$ cat config.mk
export PLATFORM = sky130hd
export DESIGN_NAME = md4_message_digest
export DESIGN_NICKNAME = d
export VERILOG_FILES = /design/src/rtl/core/md4_pkg.sv /design/src/rtl/core/md4_message_digest.sv
export SDC_FILE = /design/constraint.sdc
export NUM_CORES = 2
export LEC_CHECK = 0
export ABC_AREA = 1
export BUFFER_PORTS_ARGS = -buffer_cell sky130_fd_sc_hd__clkbuf_2
export CELL_PAD_IN_SITES_DETAIL_PLACEMENT = 0
export CELL_PAD_IN_SITES_GLOBAL_PLACEMENT = 2
export CORE_UTILIZATION = 40
export DETAILED_ROUTE_END_ITERATION = 8
export GPL_ROUTABILITY_DRIVEN = 0
export GPL_TIMING_DRIVEN = 0
export PLACE_DENSITY = 0.78
export REMOVE_ABC_BUFFERS = 1
export SYNTH_ARGS = -nofsm -noshare
export SYNTH_HDL_FRONTEND = slang
export SYNTH_SLANG_ARGS = --single-unit
$ cat constraint.sdc
create_clock -name clk -period 9.4 [get_ports clk]
set_clock_uncertainty 0.15 [all_clocks]
set_input_delay 1.41 -clock clk [delete_from_list [all_inputs] [get_ports clk]]
set_output_delay 1.41 -clock clk [all_outputs]
set_load 0.005 [all_outputs]
$ cat src/rtl/core/md4_pkg.sv
// Shared types, constants, microcode and round helpers for the MD4 digest core.
package md4_pkg;

	// Item kind codes
	localparam logic [1:0] KIND_BYTE   = 2'd0;
	localparam logic [1:0] KIND_LAST   = 2'd1;
	localparam logic [1:0] KIND_FINISH = 2'd2;

	localparam logic [31:0] MD4_K2   = 32'h5a827999;
	localparam logic [31:0] MD4_K3   = 32'h6ed9eba1;
	localparam logic [7:0]  PAD_BYTE = 8'h80;

	localparam logic [31:0] INIT_A = 32'h67452301;
	localparam logic [31:0] INIT_B = 32'hefcdab89;
	localparam logic [31:0] INIT_C = 32'h98badcfe;
	localparam logic [31:0] INIT_D = 32'h10325476;

	localparam logic [5:0] LAST_ROUND = 6'd47;
	localparam logic [5:0] BLOCK_END  = 6'd63;
	localparam logic [5:0] LEN_POS    = 6'd56;
	localparam logic [1:0] LAST_WORD  = 2'd3;

	typedef struct packed {
		logic [1:0] kind;
		logic [7:0] data_byte;
	} msg_t;

	typedef struct packed {
		logic [31:0] digest_word;
		logic [1:0]  word_index;
		logic        last_word;
	} digest_t;

	// Microprogram addresses
	typedef enum logic [2:0] {
		ST_WAIT  = 3'd0,
		ST_LOAD  = 3'd1,
		ST_ROUND = 3'd2,
		ST_ADD   = 3'd3,
		ST_PAD   = 3'd4,
		ST_EMIT  = 3'd5
	} step_t;

	// Jump conditions
	typedef enum logic [2:0] {
		C_NEVER      = 3'd0,
		C_BLOCK_FULL = 3'd1,
		C_FIN_ITEM   = 3'd2,
		C_LAST_ROUND = 3'd3,
		C_NOT_FIN    = 3'd4,
		C_LEN_DONE   = 3'd5,
		C_OUT_DONE   = 3'd6
	} cond_t;

	typedef struct packed {
		logic  take;   // accept an input item
		logic  load;   // working regs <= chaining value
		logic  round;  // one MD4 step
		logic  add;    // chaining value += working regs
		logic  pad;    // write one padding / length byte
		logic  emit;   // present a digest word
		cond_t c1;
		step_t t1;
		cond_t c2;
		step_t t2;
		logic  hold;   // stay when no jump is taken, else fall through
	} ctl_t;

	function automatic ctl_t ucode(input step_t s);
		ctl_t w;
		begin
			w = '{take: 1'b0, load: 1'b0, round: 1'b0, add: 1'b0, pad: 1'b0, emit: 1'b0,
				c1: C_NEVER, t1: ST_WAIT, c2: C_NEVER, t2: ST_WAIT, hold: 1'b1};
			unique case (s)
				ST_WAIT: begin
					w.take = 1'b1;
					w.c1 = C_BLOCK_FULL; w.t1 = ST_LOAD;
					w.c2 = C_FIN_ITEM;   w.t2 = ST_PAD;
				end
				ST_LOAD: begin
					w.load = 1'b1;
					w.hold = 1'b0;
				end
				ST_ROUND: begin
					w.round = 1'b1;
					w.c1 = C_LAST_ROUND; w.t1 = ST_ADD;
				end
				ST_ADD: begin
					w.add = 1'b1;
					w.c1 = C_NOT_FIN;  w.t1 = ST_WAIT;
					w.c2 = C_LEN_DONE; w.t2 = ST_EMIT;
					w.hold = 1'b0;
				end
				ST_PAD: begin
					w.pad = 1'b1;
					w.c1 = C_BLOCK_FULL; w.t1 = ST_LOAD;
				end
				ST_EMIT: begin
					w.emit = 1'b1;
					w.c1 = C_OUT_DONE; w.t1 = ST_WAIT;
				end
				default: begin
					w.c1 = C_NEVER; w.t1 = ST_WAIT;
					w.hold = 1'b0;
				end
			endcase
			return w;
		end
	endfunction

	function automatic logic [4:0] shift_amt(input logic [1:0] stage, input logic [1:0] idx);
		logic [4:0] s;
		begin
			case (stage)
				2'd0:    case (idx) 2'd0: s = 5'd3; 2'd1: s = 5'd7; 2'd2: s = 5'd11;
				         default: s = 5'd19; endcase
				2'd1:    case (idx) 2'd0: s = 5'd3; 2'd1: s = 5'd5; 2'd2: s = 5'd9;
				         default: s = 5'd13; endcase
				default: case (idx) 2'd0: s = 5'd3; 2'd1: s = 5'd9; 2'd2: s = 5'd11;
				         default: s = 5'd15; endcase
			endcase
			return s;
		end
	endfunction

	function automatic logic [31:0] rotl32(input logic [31:0] v, input logic [4:0] s);
		logic [63:0] t;
		begin
			t = {v, v} << s;
			return t[63:32];
		end
	endfunction

endpackage

$ cat src/rtl/core/md4_message_digest.sv
// MD4 digest core: microcoded sequencer over a block buffer and one round unit.
//
// Hashes a byte stream with MD4. Message items (kind byte or last byte) are
// taken back to back while the core waits. The byte that completes a 64-byte
// block is followed by compression (load, 48 rounds through a single round
// unit, chaining add) during which no item is taken. A finish item (last
// byte, or finish alone) starts the padding: one padding or length byte is
// written per cycle until the block closes, each padded block (one or two)
// is compressed, then the four digest words go out one per accepted
// item, word 0 first, each with its least significant byte as the first
// digest byte. After word 3 is taken the core returns to the initial chaining
// value with an empty length count. Kind 3 is accepted and ignored. Control
// is a six-step program in a constant table; the step counter, a round counter,
// the fill and word counters and a few flags are the only control state.
module md4_message_digest
	import md4_pkg::*;
(
	input  logic    clk,
	input  logic    arst_n,
	input  logic    msg_valid,
	output logic    msg_stall,
	input  msg_t    msg,
	output logic    digest_valid,
	input  logic    digest_stall,
	output digest_t digest
);

	step_t       step_q, step_d;
	ctl_t        ctl;
	logic [5:0]  fill_q;        // next byte position in the block
	logic [60:0] msg_len_q;     // bytes in message, wraps mod 2^61
	logic [5:0]  rnd_q;
	logic [1:0]  word_idx_q;
	logic        fin_q;         // finish item seen
	logic        pad_q;         // 0x80 already written
	logic        len_q;         // length bytes under way
	logic [31:0] cv_q [4];
	logic [31:0] a_q, b_q, c_q, d_q;
	logic [31:0] buf_q [16];

	// Microcode fetch
	always_comb begin
		ctl = ucode(step_q);
	end

	// Handshakes
	logic acc, byte_acc, fin_acc, wr_en, out_done;
	assign msg_stall    = !ctl.take;
	assign acc          = ctl.take && msg_valid;
	assign byte_acc     = acc && (msg.kind == KIND_BYTE || msg.kind == KIND_LAST);
	assign fin_acc      = acc && (msg.kind == KIND_LAST || msg.kind == KIND_FINISH);
	assign digest_valid = ctl.emit;
	assign out_done     = ctl.emit && !digest_stall && word_idx_q == LAST_WORD;

	// Padding byte: 0x80, then zeros, then the 64-bit bit count LSB first
	logic [63:0] len_bits;
	logic        len_byte;
	logic [7:0]  pad_val, wr_val;
	assign len_bits = {msg_len_q, 3'b000};
	assign len_byte = pad_q && (fill_q == LEN_POS || len_q);
	always_comb begin
		if (!pad_q) begin
			pad_val = PAD_BYTE;
		end else if (len_byte) begin
			pad_val = len_bits[{fill_q[2:0], 3'b000} +: 8];
		end else begin
			pad_val = 8'h00;
		end
	end
	assign wr_en  = byte_acc || ctl.pad;
	assign wr_val = ctl.pad ? pad_val : msg.data_byte;

	// Condition evaluation
	function automatic logic cond_hit(input cond_t c, input logic full, input logic fin,
		input logic last_rnd, input logic nfin, input logic ldone, input logic odone);
		logic r;
		begin
			unique case (c)
				C_NEVER:      r = 1'b0;
				C_BLOCK_FULL: r = full;
				C_FIN_ITEM:   r = fin;
				C_LAST_ROUND: r = last_rnd;
				C_NOT_FIN:    r = nfin;
				C_LEN_DONE:   r = ldone;
				C_OUT_DONE:   r = odone;
				default:      r = 1'b0;
			endcase
			return r;
		end
	endfunction

	logic blk_full, last_rnd, hit1, hit2;
	assign blk_full = wr_en && fill_q == BLOCK_END;
	assign last_rnd = rnd_q == LAST_ROUND;
	assign hit1 = cond_hit(ctl.c1, blk_full, fin_acc, last_rnd, !fin_q, len_q, out_done);
	assign hit2 = cond_hit(ctl.c2, blk_full, fin_acc, last_rnd, !fin_q, len_q, out_done);

	// Next step
	always_comb begin
		if (hit1) begin
			step_d = ctl.t1;
		end else if (hit2) begin
			step_d = ctl.t2;
		end else if (ctl.hold) begin
			step_d = step_q;
		end else begin
			step_d = step_t'(step_q + 3'd1);
		end
	end

	// Round unit: target word rotates through a_q, result lands in b_q
	logic [1:0]  stage;
	logic [3:0]  jdx, xidx;
	logic [31:0] f, k, sum;
	assign stage = rnd_q[5:4];
	assign jdx   = rnd_q[3:0];
	always_comb begin
		case (stage)
			2'd0: begin
				f = (b_q & c_q) | (~b_q & d_q);
				k = 32'd0;
				xidx = jdx;
			end
			2'd1: begin
				f = (b_q & c_q) | (b_q & d_q) | (c_q & d_q);
				k = MD4_K2;
				xidx = {jdx[1:0], jdx[3:2]};
			end
			default: begin
				f = b_q ^ c_q ^ d_q;
				k = MD4_K3;
				xidx = {jdx[0], jdx[1], jdx[2], jdx[3]};
			end
		endcase
	end
	assign sum = a_q + f + buf_q[xidx] + k;

	// Block buffer, little-endian byte lanes
	always_ff @(posedge clk) begin
		if (wr_en) begin
			buf_q[fill_q[5:2]][{fill_q[1:0], 3'b000} +: 8] <= wr_val;
		end
	end

	// Working registers
	always_ff @(posedge clk) begin
		if (ctl.load) begin
			a_q <= cv_q[0];
			b_q <= cv_q[1];
			c_q <= cv_q[2];
			d_q <= cv_q[3];
		end else if (ctl.round) begin
			a_q <= d_q;
			b_q <= rotl32(sum, shift_amt(stage, jdx[1:0]));
			c_q <= b_q;
			d_q <= c_q;
		end
	end

	// Control and chaining state
	always_ff @(posedge clk or negedge arst_n) begin
		if (!arst_n) begin
			step_q     <= ST_WAIT;
			fill_q     <= '0;
			msg_len_q  <= '0;
			rnd_q      <= '0;
			word_idx_q <= '0;
			fin_q      <= 1'b0;
			pad_q      <= 1'b0;
			len_q      <= 1'b0;
			cv_q[0]    <= INIT_A;
			cv_q[1]    <= INIT_B;
			cv_q[2]    <= INIT_C;
			cv_q[3]    <= INIT_D;
		end else begin
			step_q <= step_d;
			if (wr_en) begin
				fill_q <= fill_q + 6'd1;
			end
			if (byte_acc) begin
				msg_len_q <= msg_len_q + 61'd1;
			end
			if (fin_acc) begin
				fin_q <= 1'b1;
			end
			if (ctl.pad) begin
				pad_q <= 1'b1;
				if (len_byte) begin
					len_q <= 1'b1;
				end
			end
			if (ctl.round) begin
				rnd_q <= last_rnd ? 6'd0 : rnd_q + 6'd1;
			end
			if (ctl.add) begin
				cv_q[0] <= cv_q[0] + a_q;
				cv_q[1] <= cv_q[1] + b_q;
				cv_q[2] <= cv_q[2] + c_q;
				cv_q[3] <= cv_q[3] + d_q;
			end
			if (ctl.emit && !digest_stall) begin
				word_idx_q <= word_idx_q + 2'd1;
			end
			if (out_done) begin
				msg_len_q <= '0;
				fin_q     <= 1'b0;
				pad_q     <= 1'b0;
				len_q     <= 1'b0;
				cv_q[0]   <= INIT_A;
				cv_q[1]   <= INIT_B;
				cv_q[2]   <= INIT_C;
				cv_q[3]   <= INIT_D;
			end
		end
	end

	assign digest.digest_word = cv_q[word_idx_q];
	assign digest.word_index  = word_idx_q;
	assign digest.last_word   = word_idx_q == LAST_WORD;

	// Checks
	a_emit_done: assert property (@(posedge clk) disable iff (!arst_n)
		digest_valid |-> (fin_q && pad_q && len_q && fill_q == 6'd0))
		else $error("digest presented before padding finished");

	a_rnd_idle: assert property (@(posedge clk) disable iff (!arst_n)
		(step_q != ST_ROUND) |-> (rnd_q == 6'd0))
		else $error("round counter running outside round step");

	a_rnd_exit: assert property (@(posedge clk) disable iff (!arst_n)
		(ctl.round && last_rnd) |=> (step_q == ST_ADD))
		else $error("last round not followed by chaining add");

	a_restart: assert property (@(posedge clk) disable iff (!arst_n)
		out_done |=> (msg_len_q == 61'd0 && !fin_q && step_q == ST_WAIT && cv_q[0] == INIT_A))
		else $error("state not reinitialized after final digest word");

endmodule

==> flow_summary.ini <==
[logic_synthesis]
ys_seq_elements = 849
syn_inst = 5608
ys_seq_area_share_pct = 49.2
avgSynthCellArea_um2 = 8.90
mappedNetlistArea_mm2 = 0.0499
synth-edff-count = 640
ys.flop_type = edfxtp_1
synth_warnings = 0
synth_cell_types = 68
async_flop_share_pct = 24.6

[die]
rows = 129
start_util_pct = 40.4
die_w_um = 355
fp.coreArea_mm2 = 0.124
die_y_um = 355
io_pins = 51
die-area_mm2 = 0.126

[worst_setup_path]
rrSetupSlack_ps = 790
startpoint_type = flop
crit_arrival_ps = 8920
cpMaxStageDelayCell = dfrtp_2
cp_common_cell = nand3_1
end_kind = flop
worstRegToRegCells = 29
worst-path-max-fanout = 43
path_class = flop to flop
slowest_delay_ps = 800
required_ps = 9710

[placement]
dp.cells = 7099
dp_hpwl_um = 121000
pre_cts_ws_ps = -45.9
io_buffers = 50

[power]
total_power_mw = 7.95
peakVddDrop_uv = 168
p_per_area_mw_per_mm2 = 143
p_leak_nw = 22.3

[timing]
min_period_ps = 8610
timing.final.ws_setup_ps = 791
slew_headroom_pct = 5.30
tightest_slew_ps = 1420
rsz0062_at_grt = no
setup_violations = 0
drv_slew = 0
post-route-period-util_pct = 91.6
finalHoldViolations = 0
max_freq_mhz = 116

[routing]
drcViolationCount = 0
vias = 40100
drt-wirelength-per-cell_um = 22.9
vias_per_cell = 5.51
wl_um = 167000
dr.pass1.iters = 6
wl_met2_um = 76500
wl_met1_um = 78200
drtIter0Drc = 3492
ant_nets = 0
highest_layer = met4
met3_wirelength_um = 8700

[status]
status = completed

[hold_path]
whs_path_depth = 1
min_path_type = flop to flop

[clock_tree]
cts_resized = 1
cts_setup_buffers = 0
cts_buffer_depth = 3
cts_tree = built
hold_buffers = 0
clk_pin_slew_ps = 60
cts-root-buf = clkbuf_16
clock_latency_ps = 750
cts_buffers = 98
htreeDepth = 3
clock-sinks = 849

[global_routing]
grt_overflow = 0
grt_usage_pct = 26.3
antenna_found_initial = 1
grt_max_degree = 100
grt_pass1_vias = 37800
grt_pass1_wl_um = 248000

[finish]
drive_gt1_share_pct = 6.76
layout.cells.non_filler = 7284
area_growth_pct = 11.3
diodes = 0
fillCellCount = 12100
final_nets = 5855

[job]
cap_violations = 0
-- layer usage --
metal | up-vias | GRT usage (%)
met5 | - | 0
met4 | 0 | 6.13
met3 | 187 | 3.61
met2 | 1000 | 41.8
met1 | 19600 | 37.8
li1 | 19400 | -
-- cell type report --
| type | count | area [µm²] | share of cell area (%) |
|---|---|---|---|
| Inverter | 744 | 2800 | 5.05 |
| Timing Repair Buffer | 96 | 1300 | 2.35 |
| Clock inverter | 52 | 537 | 0.967 |
| Tap cell | 1637 | 2050 | 3.69 |
| Clock buffer | 131 | 2640 | 4.75 |
| Multi-Input combinational cell | 3775 | 21700 | 39.0 |
| Sequential cell | 849 | 24500 | 44.2 |
-- logic make-up after synthesis --
group / after synthesis / synth area share, %
adder cells (fa/ha/maj): 277 / 8.32
AND/OR/NAND/NOR: 2057 / 18.0
buffers and inverters: 984 / 7.57
multiplexers: 4 / 0.0802
flip-flops: 849 / 49.2
XOR/XNOR: 80 / 1.40
AO/OA/AOI/OAI: 1357 / 15.5
-- layout by cell type (no fill, tap or decap), types with 37 or more instances in the layout --
master	instances
nand2_1	930
inv_1	722
edfxtp_1	640
nand3_1	546
o21ai_0	490
a21oi_1	458
nor2_1	367
ha_1	186
o211ai_1	161
dfrtp_1	142
o22ai_1	113
clkbuf_16	98
fa_1	91
nor3_1	70
dfstp_2	64
xor2_1	51
clkbuf_2	49
nand4_1	37
-- synth_stat cells, types with 20 or more instances --
library cell  number  share of area (%)
fa_1              91                3.7
nor3_1            75               0.75
xor2_1            51               0.90
buf_2             52               0.52
clkbuf_1         158                1.2
dfstp_2           64                3.4
edfxtp_1         640                 39
o22ai_1          113                1.4
nor2_1           370                2.8
dfrtp_1          145                7.3
buf_1             26               0.20
nor4_1            20               0.25
o211ai_1         161                2.4
a21oi_1          458                4.6
nand3_1          546                5.5
o21a_1            21               0.32
inv_1            729                5.5
o21ai_0          490                4.9
ha_1             186                4.7
nand2_1          934                7.0
nand4_1           37               0.46
xnor2_1           29               0.51
-- where the power goes --
group          internal, mW  switching (mW)
combinational        0.0372           0.104
sequential             4.01         0.00182
clock                  2.15            1.65
-- flip-flops by register name, indices dropped and copies added (netlist names) --
signal      count
buf_q         512
cv_q          128
msg_len_q      61
a_q            32
b_q            32
c_q            32
d_q            32
fill_q          6
rnd_q           6
step_q          3
word_idx_q      2
fin_q           1
len_q           1
pad_q           1
-- through the flow --
stage	utilization [%]	hold slack [ps]	instance area, µm²	setup TNS, ps
global placement	41.4	311	51200	-2891570
CTS	44.9	324	55500	0
global route	44.9	353	55500	0
floorplan	-	288	48900	-261310
detailed placement	42.3	315	52300	-90.3
finish	44.9	321	55500	0
-- worst paths after layout --
path	end	startpoint
min	msg_len_q[60]$_DFFE_PN0P_	msg_len_q[60]$_DFFE_PN0P_
max reg2reg	b_q[6]$_DFFE_PP_	rnd_q[5]$_DFFE_PN0P_
max	b_q[6]$_DFFE_PP_	rnd_q[5]$_DFFE_PN0P_
min reg2reg	msg_len_q[60]$_DFFE_PN0P_	msg_len_q[60]$_DFFE_PN0P_
min in group asynchronous	cv_q[3]$_DFFE_PN0P_	arst_n
max in group asynchronous	word_idx_q[0]$_DFFE_PN0P_	arst_n
-- worst max-delay path: cells and delay by family (launching register included) --
family	cells	cell delay [ps]
fa+ha+maj	4	1380
compound gates	4	1830
simple gates	15	2780
flops	1	800
buf+inv	6	1320
Note: power is estimated with default switching activity, not from simulation.
